### src/hdl/dds_pkg.sv
// ----------------------------------------------------------------------------
// dds_pkg
// Shared constants and the arctangent table for the steering pipeline.
// ----------------------------------------------------------------------------
package dds_pkg;

   localparam int CORDIC_STAGES_DEFAULT = 16;
   localparam int MAX_STAGES = 24;

   // 1/K in Q.30
   localparam logic [29:0] INV_GAIN = 30'd652032874;

   localparam logic [15:0] GAIN_RESET = 16'd256;

   localparam logic REG_VELOCITY_GAIN = 1'b0;
   localparam logic REG_TURNING_GAIN  = 1'b1;

   localparam logic signed [15:0] QUARTER_TURN = 16'sd16384;

   // atan(2^-i) as a 32-bit binary angle
   function automatic logic [31:0] atan_f(input int i);
      logic [31:0] r;
      case (i)
         0:       r = 32'h20000000;
         1:       r = 32'h12E4051E;
         2:       r = 32'h09FB385B;
         3:       r = 32'h051111D4;
         4:       r = 32'h028B0D43;
         5:       r = 32'h0145D7E1;
         6:       r = 32'h00A2F61E;
         7:       r = 32'h00517C55;
         8:       r = 32'h0028BE53;
         9:       r = 32'h00145F2F;
         10:      r = 32'h000A2F98;
         11:      r = 32'h000517CC;
         12:      r = 32'h00028BE6;
         13:      r = 32'h000145F3;
         14:      r = 32'h0000A2FA;
         15:      r = 32'h0000517D;
         16:      r = 32'h000028BE;
         17:      r = 32'h0000145F;
         18:      r = 32'h00000A30;
         19:      r = 32'h00000518;
         20:      r = 32'h0000028C;
         21:      r = 32'h00000146;
         22:      r = 32'h000000A3;
         23:      r = 32'h00000051;
         default: r = 32'h00000000;
      endcase
      return r;
   endfunction

endpackage

### src/hdl/dds_cordic_vec.sv
// ----------------------------------------------------------------------------
// dds_cordic_vec
// Pipelined vectoring CORDIC: length (scaled by K) and angle of a vector.
// ----------------------------------------------------------------------------
module dds_cordic_vec
   import dds_pkg::*;
#(
   parameter int STAGES = CORDIC_STAGES_DEFAULT,
   parameter int SIDE_W = 16
) (
   input  logic                     clock,
   input  logic                     reset,
   input  logic                     en,
   input  logic                     in_valid,
   input  logic signed [15:0]       dir_x,
   input  logic signed [15:0]       dir_y,
   input  logic [SIDE_W-1:0]        side_in,
   output logic                     out_valid,
   output logic signed [35:0]       x_out,
   output logic [31:0]              ang_out,
   output logic [SIDE_W-1:0]        side_out
);

   localparam int N = (STAGES > MAX_STAGES) ? MAX_STAGES : STAGES;

   logic               valid_ff [0:N];
   logic signed [35:0] x_ff     [0:N];
   logic signed [35:0] y_ff     [0:N];
   logic [31:0]        ang_ff   [0:N];
   logic [SIDE_W-1:0]  side_ff  [0:N];
   logic signed [35:0] x_in     [0:N];
   logic signed [35:0] y_in     [0:N];
   logic [31:0]        ang_in   [0:N];

   // left half plane is turned by pi first
   always_comb begin
      logic signed [35:0] xs;
      logic signed [35:0] ys;
      xs = 36'(dir_x) <<< 16;
      ys = 36'(dir_y) <<< 16;
      if (dir_x[15]) begin
         x_in[0]   = -xs;
         y_in[0]   = -ys;
         ang_in[0] = 32'h80000000;
      end else begin
         x_in[0]   = xs;
         y_in[0]   = ys;
         ang_in[0] = 32'h00000000;
      end
   end

   always_ff @(posedge clock) begin
      if (reset) begin
         valid_ff[0] <= 1'b0;
      end else if (en) begin
         valid_ff[0] <= in_valid;
      end
      if (en) begin
         x_ff[0]    <= x_in[0];
         y_ff[0]    <= y_in[0];
         ang_ff[0]  <= ang_in[0];
         side_ff[0] <= side_in;
      end
   end

   for (genvar k = 0; k < N; k++) begin : g_stage
      always_comb begin
         if (!y_ff[k][35]) begin
            x_in[k+1]   = x_ff[k] + (y_ff[k] >>> k);
            y_in[k+1]   = y_ff[k] - (x_ff[k] >>> k);
            ang_in[k+1] = ang_ff[k] + atan_f(k);
         end else begin
            x_in[k+1]   = x_ff[k] - (y_ff[k] >>> k);
            y_in[k+1]   = y_ff[k] + (x_ff[k] >>> k);
            ang_in[k+1] = ang_ff[k] - atan_f(k);
         end
      end

      always_ff @(posedge clock) begin
         if (reset) begin
            valid_ff[k+1] <= 1'b0;
         end else if (en) begin
            valid_ff[k+1] <= valid_ff[k];
         end
         if (en) begin
            x_ff[k+1]    <= x_in[k+1];
            y_ff[k+1]    <= y_in[k+1];
            ang_ff[k+1]  <= ang_in[k+1];
            side_ff[k+1] <= side_ff[k];
         end
      end
   end

   assign out_valid = valid_ff[N];
   assign x_out     = x_ff[N];
   assign ang_out   = ang_ff[N];
   assign side_out  = side_ff[N];

endmodule

### config.mk
export PLATFORM = sky130hd
export DESIGN_NAME = dds_cordic_vec
export DESIGN_NICKNAME = d
export VERILOG_FILES = /design/src/hdl/dds_pkg.sv /design/src/hdl/dds_cordic_vec.sv
export SDC_FILE = /design/constraint.sdc
export NUM_CORES = 2
export LEC_CHECK = 0
export BUFFER_PORTS_ARGS = -buffer_cell sky130_fd_sc_hd__clkbuf_2
export CORE_MARGIN = 2
export CORE_UTILIZATION = 40
export DETAILED_ROUTE_END_ITERATION = 16
export PLACE_DENSITY_LB_ADDON = 0.05
export SETUP_SLACK_MARGIN = 0.4
export SYNTH_ARGS = -nofsm -noshare
export SYNTH_HDL_FRONTEND = slang
export SYNTH_SLANG_ARGS = --single-unit
### constraint.sdc
create_clock -name clock -period 7.1 [get_ports clock]
set_clock_uncertainty 0.2 [all_clocks]
set_input_delay 0.71 -clock clock [delete_from_list [all_inputs] [get_ports clock]]
set_output_delay 0.71 -clock clock [all_outputs]
set_load 0.02 [all_outputs]
==> metrics.csv <==
metric,value,unit
outcome,"finished, final reports clean",
clk_path_buf_depth,4,
grtUsageTotal,21.3,%
route.met3.wl,13700,µm
synth_cell_types,110,
report.final.hold_viol_count,0,
wl_met1,177000,µm
place_hpwl,292000,µm
root_buffer,clkbuf_16,
cts_hold_buf,53,
drtAntennaViolNets,0,
cts.clk_slew.worst_paths,0.06,ns
worstPathArrival,6.28,ns
gr-total-overflow,0,
grt_pass1_vias,98200,
endpoint_kind,register,
drt-initial-drc-count,6911,
start_util,40.2,%
vias,101000,
synth_edf_count,1742,
fin_nets,15200,
dr.pass1.iters,5,
cts_tree,done,
cap_violations,0,
fillers,31400,
worst-path-max-fanout,7,
yosys.area.top_type,edfxtp_1,
synth_area_leaders,"edfxtp_1, ha_1, xnor2_1",
syn_area_per_cell,9.84,µm²
netlist_area,0.133,mm²
rsz0062_at_grt,no,
grt_pass1_wl,575000,µm
fin_crit_sh,82.6,%
dp.cells,17800,
relSlewSlack,20.9,%
wl_met2,171000,µm
yosys_register_bits,1742,
htree_levels,4,
clock.fmax,0.171,GHz
port_buffers,135,
wl_per_cell,20.3,µm
hold_path_class,in -> reg,
yosys_warnings,0,
insertion_delay,0.91,ns
die-area,0.337,mm²
yosysTopAreaCellShare,39.4,%
die_h,580,µm
tightest_slew,1.17,ns
fin_cells,18200,
synth_ff_type,edfxtp_1,
critical_path_class,reg -> reg,
async_flop_share,0,%
utilization,44.1,%
drv_slew,0,
synth_cells,13500,
drc,0,
dr.max_layer_used,met5,
slowest_stage,nor4_1,
fin_crit,5.86,ns
cpPeakStageDelay,0.78,ns
cp-start-kind,register,
clock_sinks,1742,
cts_resized,0,
die_x,580,µm
setup_viol,0,
numCtsBuffers,214,
gp_congestion,0.923,
rows,211,
ios,137,
core_area,0.331,mm²
antenna_found_initial,10,
wl,370000,µm
fin_tns_setup,0,ns
via_per_inst,5.54,
critPathBufInv,0,
crit_family,compound AO/OA/AOI/OAI gates,
cp_common_cell,a21oi_1,
drive_gt1_share,4.91,%
syn_to_final_growth,9.71,%
grt_max_degree,162,
required,7.52,ns
ys_seq_area_share,39.4,%
worstPathCellList,nor3_1 -> nor4bb_1 -> nand2_1 -> nor4_1 -> a21oi_1 -> xnor2_1 -> ha_1 -> a21o_1 -> a21oi_1 -> nor2b_1 -> o21ai_0 -> o22ai_1 -> o31a_1 -> a221o_1 -> a311o_1 -> nor2_1 -> o21bai_1 -> xor2_1,
post-cts-setup-buffers,0,
==> cell type report <==
class / count / area (µm²) / share of cell area [%]
clock buffers: 251 / 5560 / 3.81
multi-input cells: 10800 / 76800 / 52.7
inverters: 643 / 2410 / 1.66
well taps: 4366 / 5460 / 3.75
clock inverters: 137 / 1400 / 0.958
repair buffers: 255 / 1840 / 1.26
diodes: 2 / 5.00 / 0.00343
flip-flops and latches: 1742 / 52300 / 35.9
==> path summary, 6_finish.rpt <==
path,from,endpoint,slack (ns),cells after the start
min,en,side_ff[0][24],0.06,1
max reg2reg,y_ff[0][407],x_ff[0][466],1.24,18
max,y_ff[0][407],x_ff[0][466],1.24,18
min reg2reg,side_ff[0][12],side_ff[0][28],0.21,0
==> flip-flops by register name, summed over array words and instances (netlist names) <==
register  count
ang_ff      440
valid_ff     17
side_ff     272
x_ff        530
y_ff        483
==> cells in the mapped netlist (38+ instances only) <==
cell      count
buf_4        84
o21a_1      194
a211oi_1    111
inv_1       641
clkbuf_1    151
o21bai_1    180
a21oi_1    1355
xnor2_1    1249
nand2_1     701
nand3_1     215
a31oi_1     156
nand4_1     100
o31ai_1      51
a21o_1      515
or2_2        38
and2_1      130
nor4_1       87
nor2_1     1312
ha_1       1389
o211ai_1     58
o41ai_1      45
nor3_1      381
or4_1        40
edfxtp_1   1742
o21ai_0     585
or3_1        96
nor2b_1     202
xor2_1      600
nand2b_1    194
a21boi_0     46
and3_1      139
==> per-stage QoR <==
stage / instance area, µm² / hold slack, ns / setup WS [ns]
after floorplan: 133000 / 0.200 / 2.08
after detailed placement: 138000 / 0.205 / 1.20
final: 146000 / 0.0624 / 1.24
after global routing: 146000 / 0.0146 / 0.766
after global placement: 138000 / 0.200 / 1.23
after CTS: 146000 / 0.0251 / 1.17
==> routing by layer <==
layer / up-vias / track usage (%)
li1: 50100 / -
met1: 48500 / 29.8
met2: 1878 / 35.3
met3: 436 / 2.18
met4: 2 / 5.16
met5: - / 0
==> logic make-up after synthesis <==
kind of cell | after synthesis | share of synthesized area, %
simple gates | 3753 | 13.6
buf+inv | 919 | 2.84
fa+ha+maj | 1425 | 13.6
compound gates | 3753 | 18.0
mux | 57 | 0.458
xor+xnor | 1850 | 12.2
flops | 1742 | 39.4
other cells | 1 | 0.00282
==> layout by cell type (no fill, tap or decap), drive strengths merged, types with 53 or more instances in the layout <==
cell / count
and3: 139
or3: 96
o21bai: 181
and2: 130
nor4: 90
dlygate4sd3: 53
a21o: 515
ha: 1389
nand2b: 194
xor2: 601
a31oi: 159
xnor2: 1249
buf: 68
clkbuf: 385
clkinv: 90
o21ai: 620
a21oi: 1361
o31ai: 56
nor3: 382
o211ai: 59
nand3: 215
nand4: 100
nand2: 701
a211oi: 111
edfxtp: 1742
nor2: 1312
o21a: 194
nor2b: 202
a21boi: 53
inv: 651
Power is left out: the tool's default activity adds up to more than one toggle a clock period on the data nets, which glitch-free logic cannot reach.
