==> src/hdl/dds_pkg.sv <==
// ----------------------------------------------------------------------------
// dds_pkg
// Shared constants and the arctangent table for the steering pipeline.
// ----------------------------------------------------------------------------
package dds_pkg;

   localparam int CORDIC_STAGES_DEFAULT = 16;
   localparam int MAX_STAGES = 24;

   // 1/K in Q.30
   localparam logic [29:0] INV_GAIN = 30'd652032874;

   localparam logic [15:0] GAIN_RESET = 16'd256;

   localparam logic REG_VELOCITY_GAIN = 1'b0;
   localparam logic REG_TURNING_GAIN  = 1'b1;

   localparam logic signed [15:0] QUARTER_TURN = 16'sd16384;

   // atan(2^-i) as a 32-bit binary angle
   function automatic logic [31:0] atan_f(input int i);
      logic [31:0] r;
      case (i)
         0:       r = 32'h20000000;
         1:       r = 32'h12E4051E;
         2:       r = 32'h09FB385B;
         3:       r = 32'h051111D4;
         4:       r = 32'h028B0D43;
         5:       r = 32'h0145D7E1;
         6:       r = 32'h00A2F61E;
         7:       r = 32'h00517C55;
         8:       r = 32'h0028BE53;
         9:       r = 32'h00145F2F;
         10:      r = 32'h000A2F98;
         11:      r = 32'h000517CC;
         12:      r = 32'h00028BE6;
         13:      r = 32'h000145F3;
         14:      r = 32'h0000A2FA;
         15:      r = 32'h0000517D;
         16:      r = 32'h000028BE;
         17:      r = 32'h0000145F;
         18:      r = 32'h00000A30;
         19:      r = 32'h00000518;
         20:      r = 32'h0000028C;
         21:      r = 32'h00000146;
         22:      r = 32'h000000A3;
         23:      r = 32'h00000051;
         default: r = 32'h00000000;
      endcase
      return r;
   endfunction

endpackage

==> src/hdl/dds_cordic_rot.sv <==
// ----------------------------------------------------------------------------
// dds_cordic_rot
// Pipelined rotation CORDIC: cos and sin (Q.30) of a 16-bit binary angle.
// ----------------------------------------------------------------------------
module dds_cordic_rot
   import dds_pkg::*;
#(
   parameter int STAGES = CORDIC_STAGES_DEFAULT,
   parameter int SIDE_W = 16
) (
   input  logic                     clock,
   input  logic                     reset,
   input  logic                     en,
   input  logic                     in_valid,
   input  logic signed [15:0]       err,
   input  logic [SIDE_W-1:0]        side_in,
   output logic                     out_valid,
   output logic signed [33:0]       cos_out,
   output logic signed [33:0]       sin_out,
   output logic                     flip_out,
   output logic [SIDE_W-1:0]        side_out
);

   localparam int N = (STAGES > MAX_STAGES) ? MAX_STAGES : STAGES;

   logic               valid_ff [0:N];
   logic               flip_ff  [0:N];
   logic signed [33:0] c_ff     [0:N];
   logic signed [33:0] s_ff     [0:N];
   logic signed [33:0] z_ff     [0:N];
   logic [SIDE_W-1:0]  side_ff  [0:N];
   logic signed [33:0] c_in     [0:N];
   logic signed [33:0] s_in     [0:N];
   logic signed [33:0] z_in     [0:N];
   logic               flip_in;

   // angles beyond a quarter turn are folded by pi and the result negated
   always_comb begin
      logic signed [33:0] z0;
      z0 = 34'(err) <<< 16;
      c_in[0] = $signed({4'b0000, INV_GAIN});
      s_in[0] = 34'sd0;
      if (z0 > 34'sh40000000) begin
         z_in[0] = z0 - 34'sh80000000;
         flip_in = 1'b1;
      end else if (z0 < -34'sh40000000) begin
         z_in[0] = z0 + 34'sh80000000;
         flip_in = 1'b1;
      end else begin
         z_in[0] = z0;
         flip_in = 1'b0;
      end
   end

   always_ff @(posedge clock) begin
      if (reset) begin
         valid_ff[0] <= 1'b0;
      end else if (en) begin
         valid_ff[0] <= in_valid;
      end
      if (en) begin
         c_ff[0]    <= c_in[0];
         s_ff[0]    <= s_in[0];
         z_ff[0]    <= z_in[0];
         flip_ff[0] <= flip_in;
         side_ff[0] <= side_in;
      end
   end

   for (genvar k = 0; k < N; k++) begin : g_stage
      always_comb begin
         if (!z_ff[k][33]) begin
            c_in[k+1] = c_ff[k] - (s_ff[k] >>> k);
            s_in[k+1] = s_ff[k] + (c_ff[k] >>> k);
            z_in[k+1] = z_ff[k] - $signed({2'b00, atan_f(k)});
         end else begin
            c_in[k+1] = c_ff[k] + (s_ff[k] >>> k);
            s_in[k+1] = s_ff[k] - (c_ff[k] >>> k);
            z_in[k+1] = z_ff[k] + $signed({2'b00, atan_f(k)});
         end
      end

      always_ff @(posedge clock) begin
         if (reset) begin
            valid_ff[k+1] <= 1'b0;
         end else if (en) begin
            valid_ff[k+1] <= valid_ff[k];
         end
         if (en) begin
            c_ff[k+1]    <= c_in[k+1];
            s_ff[k+1]    <= s_in[k+1];
            z_ff[k+1]    <= z_in[k+1];
            flip_ff[k+1] <= flip_ff[k];
            side_ff[k+1] <= side_ff[k];
         end
      end
   end

   assign out_valid = valid_ff[N];
   assign cos_out   = c_ff[N];
   assign sin_out   = s_ff[N];
   assign flip_out  = flip_ff[N];
   assign side_out  = side_ff[N];

endmodule

==> config.mk <==
export PLATFORM = sky130hd
export DESIGN_NAME = dds_cordic_rot
export DESIGN_NICKNAME = d
export VERILOG_FILES = /design/src/hdl/dds_pkg.sv /design/src/hdl/dds_cordic_rot.sv
export SDC_FILE = /design/constraint.sdc
export NUM_CORES = 2
export LEC_CHECK = 0
export BUFFER_PORTS_ARGS = -buffer_cell sky130_fd_sc_hd__buf_2
export CAP_MARGIN = 20
export CORE_MARGIN = 2
export CORE_UTILIZATION = 45
export CTS_BUF_LIST = sky130_fd_sc_hd__clkbuf_4 sky130_fd_sc_hd__clkbuf_8
export DETAILED_ROUTE_END_ITERATION = 10
export GPL_TIMING_DRIVEN = 0
export PLACE_DENSITY = 0.65
export SYNTH_ARGS = -nofsm -noshare
export SYNTH_HDL_FRONTEND = slang
export SYNTH_SLANG_ARGS = --single-unit
==> constraint.sdc <==
create_clock -name clock -period 8.43 [get_ports clock]
set_clock_uncertainty 0.15 [all_clocks]
set_input_delay 1.686 -clock clock [delete_from_list [all_inputs] [get_ports clock]]
set_output_delay 1.686 -clock clock [all_outputs]
set_load 0.005 [all_outputs]
==> impl_metrics.py <==
metrics = {
    "outcome": {
        "outcome": "completed",
    },
    "routing": {
        "first_iter_violations": 6515,
        "postRouteAntennaNets": 0,
        "drc_errors": 0,
        "vias": 97400,
        "post_drt_via_cell_ratio": 5.59,
        "route.detailed.wl_per_inst_microns": 17.5,
        "dr.pass1.iters": 5,
        "wirelength_mm": 305,
    },
    "timing": {
        "tns_ns": 0,
        "slew_viol_final": 0,
        "relSlewSlack": 0.245,
        "period_share": 0.810,
        "finalHoldViolCount": 0,
        "rsz0062_at_grt": "no",
        "fin_ws_ns": 1.60,
        "finalSetupViolations": 0,
        "worst_slew_pin_slew_ns": 1.12,
        "post-route-min-period_ns": 6.83,
        "max_freq_ghz": 0.146,
    },
    "synthesis": {
        "synthCells": 12900,
        "synth-edff-count": 1752,
        "synth_mux_area_frac": 0.0102,
        "synth_top_area_share": 0.403,
        "synth_compound_area_frac": 0.181,
        "avgSynthCellArea_sq_um": 10.1,
        "synth_cell_types": 102,
        "synth_ff_type": "edfxtp_1",
        "seq_area_frac_synth": 0.403,
        "synth.net_count": 14400,
        "synthTopCellsByArea": "edfxtp_1 40%, ha_1 13%, xnor2_1 7.9%, a21oi_1 5.2%, xor2_1 4.1%",
        "synth-async-reset-ratio": 0,
        "synthAdderAreaFrac": 0.138,
        "synthSimpleGateAreaFrac": 0.125,
        "syn_area_sq_um": 131000,
        "synth_top_family_by_area": "compound AO/OA/AOI/OAI gates",
        "synth_xor_area_frac": 0.120,
        "ys_seq_elements": 1752,
        "yosysTopAreaCell": "edfxtp_1",
        "ys_warn_count": 0,
    },
    "die": {
        "die_area_sq_um": 295000,
        "core_sq_um": 288000,
        "io_pins": 122,
        "die_height_microns": 543,
        "initial_core_util": 0.453,
        "die_x_microns": 543,
        "fp-row-count": 197,
    },
    "worst_setup_path": {
        "crit_path_top_delay_cell": "edfxtp_1",
        "r2r_start": "z_ff[0][203]$_DFFE_PP_",
        "rr_worst_depth": 17,
        "crit_required_ns": 8.98,
        "start_kind": "flip-flop",
        "crit_buf_inv": 3,
        "cpPeakStageDelay_ns": 0.80,
        "critPathMaxFanout": 14,
        "path_delay_family": "compound AO/OA/AOI/OAI gates",
        "path_common_cell": "o21ai_0",
        "r2r_slack_ns": 1.60,
        "regToRegEndpoint": "s_ff[6][33]$_DFFE_PP_",
        "criticalPathCategory": "flip-flop to flip-flop",
        "worstPathCellList": "clkbuf_1 > clkbuf_1 > inv_1 > o21ai_0 > xor2_1 > ha_1 > a21oi_1 > nor2_1 > o21ai_0 > a21oi_1 > o31a_1 > o21ai_0 > a211oi_1 > o31ai_1 > o21ai_1 > a221oi_1 > xnor2_1",
        "endpoint_kind": "flip-flop",
        "crit_arrival_ns": 7.38,
    },
    "placed_design": {
        "pre_cts_ws_ns": 1.44,
        "gp_congestion": 0.917,
        "hpwlAfterDp_mm": 237,
        "port_buffers": 121,
    },
    "clock_tree": {
        "post_cts_resized": 0,
        "hold_buffers": 0,
        "cts.sinks": 1752,
        "clk_path_buf_depth": 4,
        "clkLatencyLatePin_ns": 1.03,
        "cts_buffers": 321,
        "cts-root-buf": "clkbuf_8",
        "cts_tree": "built",
        "cts.htree.levels": 5,
        "post_cts_buffers": 0,
        "clkTransAtPathRegs_ns": 0.06,
    },
    "final_layout": {
        "area_delta_synth_final_pct": 9.54,
        "fin_nets": 14800,
        "post-route-util": 0.496,
        "layout-drive-gt1-share": 0.0592,
    },
    "global_route": {
        "grt.overflow.total": 0,
        "grt_usage": 0.200,
        "grt_pass1_vias": 92200,
        "antenna_found_initial": 4,
        "grt_pass1_wl_mm": 484,
        "grt_max_degree": 171,
    },
    "worst_hold_path": {
        "hp-start": "side_ff[13][3]$_DFFE_PP_",
        "worst_hold_path_type": "flip-flop to flip-flop",
        "whs_endpoint": "side_ff[14][3]$_DFFE_PP_",
        "hold_path_depth": 0,
    },
    "job": {
        "maxCapViolCount": 0,
    },
}
## through the flow
stage | instance area (sq um) | hold WS, ns | std cells
finish | 143000 | 0.258 | 17400
global placement | 136000 | 0.250 | 16800
global route | 143000 | 0.258 | 17400
floorplan | 131000 | 0.250 | 12900
detailed placement | 136000 | 0.255 | 16800
CTS | 143000 | 0.237 | 17400
## state kept, by name (all words and copies together) (netlist names)
signal and flops:
c_ff 484, z_ff 451, flip_ff 17, s_ff 511, side_ff 272, valid_ff 17
## Yosys cell counts (all sizes together) (43+ instances only)
master and n:
nor4 99, xnor2 1173, and3 124, o21ai 572
edfxtp 1752, mux2 53, a31oi 150, o31ai 64
o21bai 188, fa 43, and2 94, nor3 375
mux2i 73, nand3 193, nor2b 200, xor2 610
or3 87, a21boi 54, nor2 1036, clkbuf 140
o211ai 56, o21a 171, a21oi 1374, a211oi 113
nand4 64, a21o 616, nand2b 209, nand2 597
inv 604, ha 1375
## worst max path at each step
stage	startpoint	cells after the start	endpoint	slack, ns
4_1_cts	z_ff[0][305]$_DFFE_PP_	16	s_ff[9][33]$_DFFE_PP_	1.35
5_1_grt	z_ff[0][305]$_DFFE_PP_	15	s_ff[9][33]$_DFFE_PP_	1.21
6_report	z_ff[0][203]$_DFFE_PP_	17	s_ff[6][33]$_DFFE_PP_	1.60
2_1_floorplan	z_ff[0][271]$_DFFE_PP_	17	s_ff[8][32]$_DFFE_PP_	3.68
3_5_place_dp	z_ff[0][305]$_DFFE_PP_	16	s_ff[9][33]$_DFFE_PP_	1.44
3_3_place_gp	en	2	valid_ff[2]$_DFFE_PP_	-23.29
## final cells by class
cell class	count	area, sq um
antenna	7	17.5
buffer	178	684
clock buffer	409	5100
clock inverter	166	1380
fill	26600	145000
inverter	606	2270
multi-input combinational	10400	75000
sequential	1752	52600
tap	3781	4730
timing repair buffer	148	1240
## cell families after synthesis
family          after synthesis
simple gates               3300
flops                      1752
xor+xnor                   1783
fa+ha+maj                  1418
buf+inv                     784
compound gates             3742
mux                         126
## per-layer routing
metal,track usage,share of wire,up-vias,routed length [microns]
li1,-,-,49100,-
met1,0.253,0.44,45700,134000
met2,0.350,0.48,2087,147000
met3,0.0251,0.043,596,13200
met4,0.0727,0.036,2,11000
met5,0,0.000043,-,13
## layout by cell type, fill, tap and decap left out, types with 34 or more instances in the layout
cell,synthesis,routed
a211oi_1,113,113
nor3b_1,40,40
a31oi_1,149,149
buf_1,36,36
clkbuf_1,139,139
nor3_1,375,375
or2_2,34,34
clkinv_2,0,42
clkbuf_8,0,325
mux2_2,52,52
xor2_1,610,610
nor2_1,1036,1036
and2_1,91,91
fa_1,43,43
o211ai_1,56,56
o21ai_0,562,562
inv_1,604,604
nand3_1,193,193
xnor2_1,1171,1171
clkbuf_4,0,84
nor4_1,97,97
nand2_1,597,597
nand2b_1,209,209
ha_1,1375,1375
or3_1,85,85
clkinv_1,2,79
o21bai_1,188,188
nor2b_1,200,200
a21o_1,616,616
edfxtp_1,1752,1752
nand4_1,64,64
o31ai_1,64,64
buf_2,0,123
o21a_1,171,171
and3_1,123,123
mux2i_1,73,73
a21boi_0,53,53
a21oi_1,1369,1369
## worst register-to-register path, cell delays in order, from the launching register on
cell and delay [ns]:
edfxtp_1 0.80, clkbuf_1 0.65, clkbuf_1 0.68, inv_1 0.45, o21ai_0 0.22, xor2_1 0.25
ha_1 0.33, a21oi_1 0.26, nor2_1 0.06, o21ai_0 0.16, a21oi_1 0.11, o31a_1 0.33
o21ai_0 0.49, a211oi_1 0.22, o31ai_1 0.68, o21ai_1 0.23, a221oi_1 0.34, xnor2_1 0.15
Power is not shown: default switching activity piles up to over one toggle a cycle in this logic, so the estimate is an artifact.
